`config.mk`:
```
export PLATFORM = sky130hd
export DESIGN_NAME = bfa_ctrl
export DESIGN_NICKNAME = d
export VERILOG_FILES = /design/src/rtl/core/bfa_pkg.sv /design/src/rtl/core/bfa_ctrl.sv
export SDC_FILE = /design/constraint.sdc
export NUM_CORES = 1
export LEC_CHECK = 0
export BUFFER_PORTS_ARGS = -buffer_cell sky130_fd_sc_hd__buf_2
export CAP_MARGIN = 25
export CORE_AREA = 3 3 40 42
export CTS_BUF_LIST = sky130_fd_sc_hd__clkbuf_4
export CTS_CLUSTER_SIZE = 25
export DETAILED_ROUTE_END_ITERATION = 8
export DIE_AREA = 0 0 43 45
export PLACE_DENSITY_LB_ADDON = 0.25
export SLEW_MARGIN = 20
export SYNTH_ARGS = -nofsm -noshare
export SYNTH_HDL_FRONTEND = slang
export SYNTH_SLANG_ARGS = --single-unit
```
`constraint.sdc`:
```
create_clock -name clk -period 0.9 [get_ports clk]
set_input_delay 0.135 -clock clk [delete_from_list [all_inputs] [get_ports clk]]
set_output_delay 0.135 -clock clk [all_outputs]
set_load 0.01 [all_outputs]
```
`src/rtl/core/bfa_pkg.sv`:
```
// Shared constants and control types of the bitmap frame allocator.
package bfa_pkg;

  localparam int NUM_FRAMES_DEF = 32768;
  localparam int FRAME_BYTES    = 4096;
  localparam int PAGE_SHIFT     = $clog2(FRAME_BYTES);
  localparam int ADDR_W         = 27;
  localparam int AFN_W          = ADDR_W - PAGE_SHIFT;
  localparam int CFG_W          = 13;
  localparam int COUNT_W        = 16;
  localparam int ROW_BYTES      = 8;
  localparam int ROW_BITS       = ROW_BYTES * 8;
  localparam int BIT_SEL_W      = $clog2(ROW_BITS);

  localparam logic [CFG_W-1:0]   CFG_RESET = 13'd4096;
  localparam logic [COUNT_W-1:0] COUNT_MAX = 16'hFFFF;
  localparam logic [7:0]         BYTE_FULL = 8'hFF;

  localparam logic CMD_ALLOC = 1'b0;
  localparam logic CMD_FREE  = 1'b1;

  typedef struct packed {
    logic init_wr;
    logic take;
    logic scan;
    logic free_upd;
    logic load_out;
  } bfa_cmd_t;

  typedef struct packed {
    logic init_last;
    logic req_free;
    logic hit;
    logic scan_end;
  } bfa_stat_t;

endpackage

```
`src/rtl/core/bfa_ctrl.sv`:
```
// Controller: clearing pass, command dispatch, row scan sequencing and output handshake.
module bfa_ctrl import bfa_pkg::*; (
  input  logic      clk,
  input  logic      rst_n,
  input  logic      in_valid,
  output logic      in_ready,
  output logic      out_valid,
  input  logic      out_ready,
  input  bfa_stat_t stat,
  output bfa_cmd_t  cmd
);

  localparam logic [2:0] ST_INIT   = 3'd0;
  localparam logic [2:0] ST_IDLE   = 3'd1;
  localparam logic [2:0] ST_SCAN   = 3'd2;
  localparam logic [2:0] ST_FREE   = 3'd3;
  localparam logic [2:0] ST_RESULT = 3'd4;

  logic [2:0] state_r, state_nxt;
  logic       out_valid_r, out_valid_nxt;

  always_comb begin
    state_nxt     = state_r;
    cmd           = '0;
    in_ready      = 1'b0;
    out_valid_nxt = out_valid_r & ~out_ready;
    case (state_r)
      ST_INIT: begin
        cmd.init_wr = 1'b1;
        if (stat.init_last) begin
          state_nxt = ST_IDLE;
        end
      end
      ST_IDLE: begin
        in_ready = 1'b1;
        if (in_valid) begin
          cmd.take  = 1'b1;
          state_nxt = stat.req_free ? ST_FREE : ST_SCAN;
        end
      end
      ST_SCAN: begin
        cmd.scan = 1'b1;
        if (stat.hit || stat.scan_end) begin
          state_nxt = ST_RESULT;
        end
      end
      ST_FREE: begin
        cmd.free_upd = 1'b1;
        state_nxt    = ST_RESULT;
      end
      ST_RESULT: begin
        if (!out_valid_r || out_ready) begin
          cmd.load_out  = 1'b1;
          out_valid_nxt = 1'b1;
          state_nxt     = ST_IDLE;
        end
      end
      default: begin
        state_nxt = ST_IDLE;
      end
    endcase
  end

  always_ff @(posedge clk) begin
    if (!rst_n) begin
      state_r     <= ST_INIT;
      out_valid_r <= 1'b0;
    end else begin
      state_r     <= state_nxt;
      out_valid_r <= out_valid_nxt;
    end
  end

  assign out_valid = out_valid_r;

`ifndef SYNTHESIS
  a_init_once: assert property (@(posedge clk) disable iff (!rst_n)
    state_r != ST_INIT |=> state_r != ST_INIT)
    else $error("clearing pass re-entered");

  a_take_dispatch: assert property (@(posedge clk) disable iff (!rst_n)
    in_valid && in_ready |=> (state_r == ST_SCAN || state_r == ST_FREE))
    else $error("accepted beat not dispatched");

  a_scan_exit: assert property (@(posedge clk) disable iff (!rst_n)
    state_r == ST_SCAN && (stat.hit || stat.scan_end) |=> state_r == ST_RESULT)
    else $error("scan did not stop on hit or end");

  a_out_from_result: assert property (@(posedge clk) disable iff (!rst_n)
    $rose(out_valid_r) |-> $past(state_r == ST_RESULT))
    else $error("result beat raised outside result state");
`endif

endmodule

```
# Word-level counts from Yosys, hierarchy flattened
# Cells that the tools add are included.
[word_totals] reg_bits=4 inputBits=8 out_inout_bits=7 word_cells=33
[op_classes] n_eq_ne=8 muxes=16 n_bitwise=2 reduce_logical=5
[op_table] op="one-hot mux 3 bit (5 select lines)" count=1
[op_table] op="2-to-1 mux 3 bit" count=4
[op_table] op="2-to-1 mux 1 bit" count=11
[op_table] op="inequality test 2 bit (second input constant)" count=4
[op_table] op="equality test 3 x 2 -> 1 bit (second input constant)" count=2
[op_table] op="AND reduction 4 bit" count=1
[op_table] op="equality test 3 x 1 -> 1 bit (second input constant)" count=1
[op_table] op="equality test 3 bit (second input constant)" count=1
[op_table] op="logical NOT 3 bit" count=1
[op_table] op="logical OR 1 bit" count=2
[op_table] op="bitwise AND 1 bit" count=1
[op_table] op="logical NOT 1 bit" count=1
[op_table] op="NOT 1 bit" count=1

# Depth between registers and ports, before layout
# Gate-level depths: netlist of run 1.
[logic_depth] word_depth=4 depth_mapped=4 depth_no_buf=3

# Least setup slack after synthesis of run 1
# No wires, ideal clock.
[synth_timing] path_kind="register -> output" from="register state_r[0]" to="output port cmd[3] (netlist name)" arrival_ns=1.034 required_ns=0.765 setup_slack_ns=-0.269 stages_incl_launch_ff=5 n_path_buf=1 cell_sequence="dfxtp_1 > buf_6 > inv_1 > nor3_1 > and2_1"
[synth_lines] element="start, declared" line="bfa_ctrl.sv:19" source="logic [2:0] state_r, state_nxt;"
[synth_lines] element="start signal, assigned" line="bfa_ctrl.sv:69" source="state_r <= state_nxt;"
[synth_lines] element="end, declared" line="bfa_ctrl.sv:10" source="output bfa_cmd_t cmd"

==> impl_results.md, run 1 <==
* Slew HR at 81.8%
* Max Cap Viol at 0
* Area of the multi-input gates at 180 um^2
* Lkg Pwr at 0.215 nW
* Clock Root Buffer: clkbuf_4
* Fin crit share at 129%
* R2R Setup Slk at -0.16 ns
* R2r startpoint: state_r[0]$_SDFFE_PN0P_
* IO Pins at 15
* Critical Path Start: state_r[0]$_SDFFE_PN0P_
* RR Endpoint: state_r[0]$_SDFFE_PN0P_
* Final Hold Viols at 0
* Slew @ Worst Pin at 0.271 ns
* Via count at 282
* Synth warnings at 0
* Maximum fanout along the worst path at 5
* Final net count at 60
* First-pass GRT wire length at 993 um
* Vias in the first global route at 263
* Outcome: finished with violations
* Ant diodes at 0
* Setup CP Type: register to output pin
* Yosys top cell area share at 31.5%
* CP Data Arrival Time at 1.03 ns
* Die area at 0.00194 mm^2
* FP Rows at 13
* Clock Latency Late Sink at 0.24 ns
* Fillcell total at 136
* Register area share after synthesis at 31.5%
* Worst Hold Class: input pin to register
* Slowest stage delay, CP at 0.39 ns
* Initial drt markers at 6
* Total routed wirelength at 633 um
* Initial antenna violation count at 0
* GRT Overall Usage at 7.34%
* Fin crit period at 1.16 ns
* Peak supply drop at 0.621 mV
* Drt wl/cell at 9.74 um
* FFs w/ async S/R, synth at 0%
* Maximum clock path buffer count at 2
* Worst path cell trace: inv_4 -> nor3_4 -> and2_4 -> buf_6
* Height of the die at 45 um
* Initial Util at 19.8%
* RSZ-0062 raised after global routing: yes
* TritonCTS Buffers at 3
* GPL Wtd Cong at 0.712
* Via density at 4.34
* Cell count after synthesis at 30
* Violated checks: setup timing
* Post-placement worst setup slack at -0.172 ns
* WHS Path Cells at 2
* Final hold slack at 0.156 ns
* Worst Setup Start Kind: register
* Skew final at 0.000296 ns
* Detail Route Antenna Nets at 0
* Max Transition Viols Final at 0
* Crit path capture: cmd[3]
* DRC violation count after routing at 0
* F_max at 0.859 GHz
* Finished Layout Cells at 65
* Drt pass-1 iters at 2
* Final Setup Violations at 9
* Synth Flop Type: dfxtp_1
* Synth top area cells: dfxtp_1, buf_6, nor2_1, nand2b_4, a21boi_2
* Critical path's slowest cell: dfxtp_4
* Share of layout cells above drive strength 1 at 70.0%
* H-tree Lvls at 1
* Buffers on Ports at 14
* #FFs+latches synth at 4
* Core area at 0.00128 mm^2
* Post-synth EDFFs at 0
* Mapped Nets at 38
* Layout area overhead at 81.3%
* Sink Count at 4
* Worst EP required at 0.76 ns
* Clock transition at the registers of the reported paths at 0.04 ns
* Largest net degree at the start of global routing at 7
* Hpwl dp at 429 um
* Cell area after synthesis at 254 um^2
* Synth area leader: dfxtp_1
* Gr ovfl total at 0
* Most common cell in the netlist: nor2_1
* Top cells by count, synth: nor2_1, dfxtp_1
* Placed Cells at 58
* R2R cell count at 4
* CTS hold repair buffers at 0
* Power Dens Cells at 1240 mW/mm^2
* Setup ws final at -0.264 ns
* Critical path endpoint category: output pin
* Seq. cell area at 91.3 um^2
* Cell variety after synth at 19
* Post-Syn Area per Cell at 8.47 um^2
* CTS tree: done
* Die width at 43 um
sequential cells by signal, summed over array words and instances, names as in the netlist:
register / flops
out_valid: 1
state_r: 3
cell families after synthesis:
| family | after synthesis | synth area share [%] |
|---|---|---|
| AOI/OAI and AO/OA | 5 | 15.8 |
| buffers and inverters | 4 | 11.8 |
| DFF | 4 | 31.5 |
| and+or+nand+nor | 17 | 40.9 |
worst min path at each step:
| stage | slack [ns] | endpoint | startpoint |
|---|---|---|---|
| finish | 0.16 | state_r[0]$_SDFFE_PN0P_ | rst_n |
| global route | 0.17 | state_r[0]$_SDFFE_PN0P_ | rst_n |
| detailed placement | 0.39 | out_valid$_SDFF_PN0_ | rst_n |
| CTS | 0.15 | state_r[0]$_SDFFE_PN0P_ | rst_n |
| floorplan | 0.26 | out_valid$_SDFF_PN0_ | rst_n |
| global placement | 0.41 | out_valid$_SDFF_PN0_ | rst_n |
cell type report:
| cell class | instances | share of cell area (%) |
|---|---|---|
| tap | 15 | 4.08 |
| clock buffer | 3 | 4.89 |
| inverter | 2 | 2.17 |
| sequential | 4 | 19.8 |
| timing repair buffer | 19 | 29.9 |
| multi-input combinational | 22 | 39.1 |
per-stage QoR:
stage,area [um^2],util (%),power [mW],setup TNS [ns]
finish,460,35.8,0.573,-1.60
floorplan,270,-,0.274,-0.147
CTS,443,34.5,0.572,-1.54
global route,460,35.8,0.608,-2.10
detailed placement,344,26.8,0.306,-0.903
global placement,344,26.8,0.306,-0.902
layout by cell type (no fill, tap or decap), types with 2 or more instances in the layout:
cell / instances
dfxtp_4: 3
buf_6: 4
buf_2: 13
nor2_2: 2
nor2_1: 2
clkbuf_4: 3
nor3_4: 2
routing by layer:
metal | vias up | wire length, um | global-route usage [%] | share of wire [%]
met4 | 0 | 20 | 7.23 | 3.2
met3 | 3 | 46 | 3.59 | 7.3
met5 | - | 0 | 0 | 0
met1 | 125 | 251 | 8.23 | 40
li1 | 144 | - | - | -
met2 | 10 | 314 | 9.88 | 50
worst max-delay path: cells and delay by family (launching register included):
family,cells,cell delay [ns]
DFF,1,0.39
and+or+nand+nor,2,0.27
buffers and inverters,2,0.14
repair_timing:
item / in CTS / in global routing
buffers inserted: 4 / 0
endpoints found under the setup margin: 10 / 10
resized for setup: 11 / 5
pin swaps: 5 / 5
report_power, final:
| group | total [mW] | leakage (nW) | internal [mW] | switching, mW |
|---|---|---|---|---|
| clock network | 0.225 | 0.0138 | 0.149 | 0.0755 |
| registers | 0.203 | 0.0347 | 0.183 | 0.0194 |
| logic | 0.145 | 0.167 | 0.0850 | 0.0603 |
| total | 0.573 | 0.215 | 0.418 | 0.155 |
Power figures use the tool's default switching activity.
==> run 2, diff against run 1 <==
--- a/config.mk
+++ b/config.mk
@@ -7,11 +7,12 @@
 export LEC_CHECK = 0
 export BUFFER_PORTS_ARGS = -buffer_cell sky130_fd_sc_hd__buf_2
 export CAP_MARGIN = 25
-export CORE_AREA = 3 3 40 42
+export CORE_AREA = 4 4 41 43
 export CTS_BUF_LIST = sky130_fd_sc_hd__clkbuf_4
 export CTS_CLUSTER_SIZE = 25
 export DETAILED_ROUTE_END_ITERATION = 8
-export DIE_AREA = 0 0 43 45
+export DIE_AREA = 0 0 45 47
+export GPL_TIMING_DRIVEN = 0
 export PLACE_DENSITY_LB_ADDON = 0.25
 export SLEW_MARGIN = 20
 export SYNTH_ARGS = -nofsm -noshare
==> run 2 against run 1 <==
  * The flow still finishes with violations (setup timing)
  * Flip-flop and latch count stayed put
  * Final cell count grew 1.5%
  * Via count is 1.8% higher
  * Die area rose by 9.3%
  * Cell area did not move
  * First-iteration DRC count decreased by 50%
  * Global-route usage rose by 0.30 points
  * Hold slack improved by 0.018 ns
  * Sequential share of layout area stayed put
  * Fmax up 0.16%
  * Critical endpoint unchanged
  * Largest power group unchanged
==> impl_results.md, run 2 (synthesis results as in run 1) <==
* DRC violation count after routing at 0 (unchanged)
* Setup CP Type: register to output pin
* Slew HR at 83.2% (+1.4 points)
* Worst path top cell family by delay: flip-flops
* Gr ovfl total at 0 (unchanged)
* Maximum fanout along the worst path at 7 (+2)
* Drt wl/cell at 9.62 um (-1.2%)
* Placed Cells at 59 (+1.7%)
* Lkg Pwr at 0.220 nW (+2.5%)
* CTS hold repair buffers at 0 (unchanged)
* Height of the die at 47 um (+4.4%)
* Layout Utilization at 35.4% (-0.45 points)
* FP Rows at 13 (unchanged)
* Peak supply drop at 0.393 mV (-37%)
* Layout area overhead at 81.3% (unchanged)
* Sink Count at 4 (unchanged)
* Buffers on Ports at 14 (unchanged)
* Via density at 4.35 (+0.23%)
* Slew @ Worst Pin at 0.250 ns (-0.0206 ns)
* Share of layout cells above drive strength 1 at 74.5% (+4.5 points)
* Top reg by flops: state_r
* GPL Wtd Cong at 0.708 (-0.56%)
* CP Data Arrival Time at 1.03 ns (about the same)
* Power Total at 0.559 mW (-2.4%)
* Hold EP: out_valid$_SDFF_PN0_
* Initial Util at 19.5% (-0.25 points)
* Initial drt markers at 3 (-3)
* Hold wc startpoint: rst_n
* Post-placement worst setup slack at -0.122 ns (+0.0495 ns)
* Clock transition at the registers of the reported paths at 0.04 ns (about the same)
* Detail Route Antenna Nets at 0 (unchanged)
* Vias in the first global route at 287 (+9.1%)
* Setup TNS at -1.87 ns (-0.270 ns)
* Max Cap Viol at 0 (unchanged)
* Die width at 45 um (+4.7%)
* TritonCTS Buffers at 3 (unchanged)
* Die area at 0.00212 mm^2 (+9.3%)
* Core area at 0.00130 mm^2 (+1.3%)
* R2R cell count at 5 (+1)
* Commonest non-fill, non-tap cell in the layout: buf_2
* Final Hold Viols at 0 (unchanged)
* Finished Layout Cells at 66 (+1.5%)
* Critical path's slowest cell: dfxtp_4
* Placed instance area at 359 um^2 (+4.4%)
* Worst Hold Class: input pin to register
* R2r startpoint: state_r[0]$_SDFFE_PN0P_
* Outcome: finished with violations
* Max Transition Viols Final at 0 (unchanged)
* Hpwl dp at 485 um (+13%)
* Commonest cells after routing, fill and taps aside: buf_2, buf_4
* Final Instance Area at 460 um^2 (unchanged)
* Final Setup Violations at 9 (unchanged)
* WHS Path Cells at 2 (unchanged)
* Slowest stage delay, CP at 0.38 ns (about the same)
* Total routed wirelength at 635 um (+0.32%)
* Worst EP required at 0.76 ns (about the same)
* Largest register FFs at 3 (unchanged)
* Skew final at 0.00462 ns (+0.00432 ns)
* Largest net degree at the start of global routing at 8 (+1)
* Clock Latency Late Sink at 0.23 ns (about the same)
* Violated checks: setup timing
* Ant diodes at 0 (unchanged)
* Power Dens Cells at 1210 mW/mm^2 (-2.4%)
* Setup ws final at -0.262 ns (+0.00187 ns)
* First-pass GRT wire length at 1.13 mm (+14%)
* IO Pins at 15 (unchanged)
* Fin crit period at 1.16 ns (-0.00187 ns)
* H-tree Lvls at 1 (unchanged)
* Final net count at 61 (+1.7%)
* Critical path endpoint category: output pin
* R2R Setup Slk at -0.20 ns (-0.04 ns)
* RR Endpoint: state_r[2]$_SDFFE_PN0P_
* Fin crit share at 129% (-0.21 points)
* Worst Setup Start Kind: register
* F_max at 0.860 GHz (+0.16%)
* Drt pass-1 iters at 4 (+2)
* Final hold slack at 0.174 ns (+0.0176 ns)
* Initial antenna violation count at 0 (unchanged)
* Maximum clock path buffer count at 2 (unchanged)
* Via count at 287 (+1.8%)
* Clock Root Buffer: clkbuf_4
* RSZ-0062 raised after global routing: yes
* Worst Path Buf+Inv at 1 (-1)
* Worst path cell trace: nor3_4 -> and2_4 -> buf_6
* CTS tree: done
* GRT Overall Usage at 7.64% (+0.30 points)
run 2: report_power, final:
part	switching [mW]	total, mW	leakage, nW	internal (mW)
Clock	0.0623	0.211	0.0138	0.148
Sequential	0.0169	0.200	0.0347	0.183
Combinational	0.0637	0.148	0.172	0.0843
run 2: worst max-delay path by stage:
stage | to | depth (start not counted) | from
4_1_cts | cmd[4] | 4 | state_r[0]$_SDFFE_PN0P_
3_3_place_gp | state_r[1]$_SDFFE_PN0P_ | 3 | state_r[1]$_SDFFE_PN0P_
3_5_place_dp | cmd[0] | 4 | state_r[1]$_SDFFE_PN0P_
5_1_grt | cmd[3] | 4 | state_r[0]$_SDFFE_PN0P_
2_1_floorplan | cmd[3] | 3 | state_r[2]$_SDFFE_PN0P_
6_report | cmd[3] | 3 | state_r[1]$_SDFFE_PN0P_
run 2: area by class of cell:
class / count / area (um^2)
multi-input combinational: 22 / 191
sequential: 4 / 91.3
tap: 15 / 18.8
fill: 145 / 841
inverter: 2 / 7.51
timing repair buffer: 20 / 129
clock buffer: 3 / 22.5
run 2: repair_timing:
action	4_1_cts	5_1_grt
pin swaps	4	6
setup buffers	5	1
endpoints found under the setup margin	10	10
gates resized for setup	9	7
run 2: per-layer routing:
metal / vias to the layer above / track usage (%) / wire (um)
li1: 145 / - / -
met1: 130 / 8.13 / 249
met2: 12 / 11.9 / 290
met3: 0 / 3.83 / 94
met4: 0 / 5.26 / 0
met5: - / 0 / 0
==> run 3, diff against run 2 <==
--- a/config.mk
+++ b/config.mk
@@ -14,6 +14,7 @@
 export DIE_AREA = 0 0 45 47
 export GPL_TIMING_DRIVEN = 0
 export PLACE_DENSITY_LB_ADDON = 0.25
+export SETUP_SLACK_MARGIN = 0.5
 export SLEW_MARGIN = 20
 export SYNTH_ARGS = -nofsm -noshare
 export SYNTH_HDL_FRONTEND = slang
==> run 3 against run 2 <==
  * The run still ends with setup timing left
  * Combinational power up 16%
  * Flip-flop and latch count unchanged
  * Clock skew rose by 0.00055 ns
  * Utilization is 1.7 points higher
  * Critical path type unchanged
  * Largest cell class unchanged
  * Cell area rose by 4.9%
  * Sequential power fell by 3%
  * Final cell count fell by 1.5%
==> impl_results.md, run 3 (synthesis results as in run 1) <==
* Outcome: finished with violations
* Total routed wirelength at 642 um (+1.1%)
* CTS hold repair buffers at 0 (unchanged)
* Hpwl dp at 484 um (-0.17%)
* Internal power at 0.476 mW (+14%)
* Die width at 45 um (unchanged)
* Critical path endpoint category: output pin
* Seq pwr share at 30.1% (-5.7 points)
* Worst Hold Class: input pin to register
* CTS tree: done
* Fin crit share at 136% (+6.9 points)
* Die area at 0.00212 mm^2 (unchanged)
* Maximum fanout along the worst path at 7 (unchanged)
* Via count at 270 (-5.9%)
* Violated checks: setup timing
* Crit path top cell by count: buf_6
* RSZ-0062 raised after global routing: yes
* Height of the die at 47 um (unchanged)
* Final Hold Viols at 0 (unchanged)
* Largest net degree at the start of global routing at 8 (unchanged)
* H-tree Lvls at 1 (unchanged)
* Switching Share at 26.6% (+1.1 points)
* Clock Root Buffer: clkbuf_4
* Lkg Pwr at 0.215 nW (-2.3%)
* FP Rows at 13 (unchanged)
* First-pass GRT wire length at 1.15 mm (+1.9%)
* Detail Route Antenna Nets at 0 (unchanged)
* Combinational share of power at 26.5% (about the same)
* Gr ovfl total at 0 (unchanged)
* Peak supply drop at 0.646 mV (+64%)
* Core area at 0.00130 mm^2 (unchanged)
* Setup CP Type: register to output pin
* Drt wl/cell at 9.88 um (+2.7%)
* Commonest non-fill, non-tap cell in the layout: buf_2
* Vias in the first global route at 293 (+2.1%)
* DRC violation count after routing at 0 (unchanged)
* GPL Wtd Cong at 0.623 (-12%)
* Clock Latency Late Sink at 0.24 ns (about the same)
* GRT Overall Usage at 7.66% (+0.018 points)
* Critical path's slowest cell: dfxtp_2
* Layout area overhead at 90.1%
* Slew @ Worst Pin at 0.239 ns (-0.0113 ns)
* Final hold slack at 0.153 ns (-0.0201 ns)
* CP Data Arrival Time at 1.09 ns (+0.06 ns)
* Drt pass-1 iters at 2 (-2)
* Worst path top cell family by delay: simple AND/OR/NAND/NOR gates
* Slowest stage delay, CP at 0.31 ns (-0.07 ns)
* Max Cap Viol at 0 (unchanged)
* Initial Util at 19.5% (unchanged)
* Clock transition at the registers of the reported paths at 0.04 ns (about the same)
* Buffers on Ports at 14 (unchanged)
* Maximum clock path buffer count at 2 (unchanged)
* Final Setup Violations at 9 (unchanged)
* Ant diodes at 0 (unchanged)
* Power Dens Cells at 1340 mW/mm^2 (+11%)
* Setup ws final at -0.325 ns (-0.0625 ns)
* Top reg by flops: state_r
* Via density at 4.15 (-4.5%)
* Skew final at 0.00517 ns (+0.000554 ns)
* Commonest cells after routing, fill and taps aside: buf_2, buf_6, clkbuf_4
* Initial antenna violation count at 0 (unchanged)
* Worst path cell trace: buf_6 -> nor3_4 -> and2_4 -> buf_6
* Power Total at 0.648 mW (+16%)
* Slew HR at 84.1% (+0.87 points)
* Worst Setup Start Kind: register
* IO Pins at 15 (unchanged)
* Clk network pwr share at 43.3% (+5.6 points)
* Worst Path Buf+Inv at 2 (+1)
* R2R Setup Slk at -0.16 ns (+0.04 ns)
* Sink Count at 4 (unchanged)
* Share of layout cells above drive strength 1 at 78.0% (+3.5 points)
* TritonCTS Buffers at 3 (unchanged)
* Fin crit period at 1.22 ns (+0.0625 ns)
* Initial drt markers at 2 (-1)
* Worst EP required at 0.76 ns (about the same)
* Net Sw Power at 0.173 mW (+21%)
* F_max at 0.816 GHz (-5.1%)
* Largest register FFs at 3 (unchanged)
* Final net count at 59 (-3.3%)
* Max Transition Viols Final at 0 (unchanged)
## run 3: cell count changes in the layout (fill, tap and decap cells not counted), sizes merged
cell / change
clkbuf: +1
buf: -2
## run 3: area by class of cell
cell class              instances  area (um^2)
multi-input cells              22          203
plain buffers                   2         22.5
flip-flops and latches          4         87.6
clock buffers                   4         30.0
repair buffers                 16          111
fillers                       142          818
inverters                       2         10.0
well taps                      15         18.8
## run 3: worst paths after layout
path	from	endpoint	cells past startpoint
hold / removal	rst_n	state_r[0]$_SDFFE_PN0P_	2
setup reg to reg	state_r[0]$_SDFFE_PN0P_	state_r[0]$_SDFFE_PN0P_	5
hold reg to reg	state_r[2]$_SDFFE_PN0P_	state_r[1]$_SDFFE_PN0P_	3
setup / recovery	state_r[2]$_SDFFE_PN0P_	cmd[3]	4
## run 3: routing by layer
| metal | GRT usage, % | vias to the layer above | share of wire [%] |
|---|---|---|---|
| li1 | - | 144 | - |
| met1 | 8.64 | 124 | 38 |
| met2 | 12.4 | 2 | 60 |
| met3 | 2.30 | 0 | 2.2 |
| met4 | 5.26 | 0 | 0 |
| met5 | 0 | - | 0 |
## run 3: timing repair
item,CTS,global route
endpoints found under the setup margin,11,11
gates resized for setup,7,7
buffers inserted,2,0
pin swaps,9,2
## run 3: worst register-to-register path, delay by kind of cell, from the launching register on
| kind | cells | cell delay (ns) |
|---|---|---|
| AO/OA/AOI/OAI | 2 | 0.40 |
| flip-flops | 1 | 0.32 |
| buffers and inverters | 2 | 0.25 |
| AND/OR/NAND/NOR | 1 | 0.03 |
## run 3: per-stage QoR
| stage | area, um^2 | util (%) | cells | setup TNS, ns | setup WS (ns) |
|---|---|---|---|---|---|
| final | 483 | 37.1 | 65 | -2.02 | -0.325 |
| after global routing | 483 | 37.1 | 65 | -2.54 | -0.393 |
| after CTS | 457 | 35.1 | 65 | -2.03 | -0.339 |
| after detailed placement | 375 | 28.8 | 59 | -0.346 | -0.113 |
| after global placement | 375 | 28.8 | 59 | -0.325 | -0.106 |
| after floorplan | 287 | - | 30 | -0.0707 | -0.0509 |
## run 3: power by group through the flow
stage	Sequential [mW]	Clock (mW)	Combinational (mW)
6_report	0.195	0.281	0.172
5_1_grt	0.197	0.302	0.187
4_1_cts	0.195	0.294	0.159
3_5_place_dp	0.198	0	0.127
3_3_place_gp	0.198	0	0.127
2_1_floorplan	0.197	0	0.0843
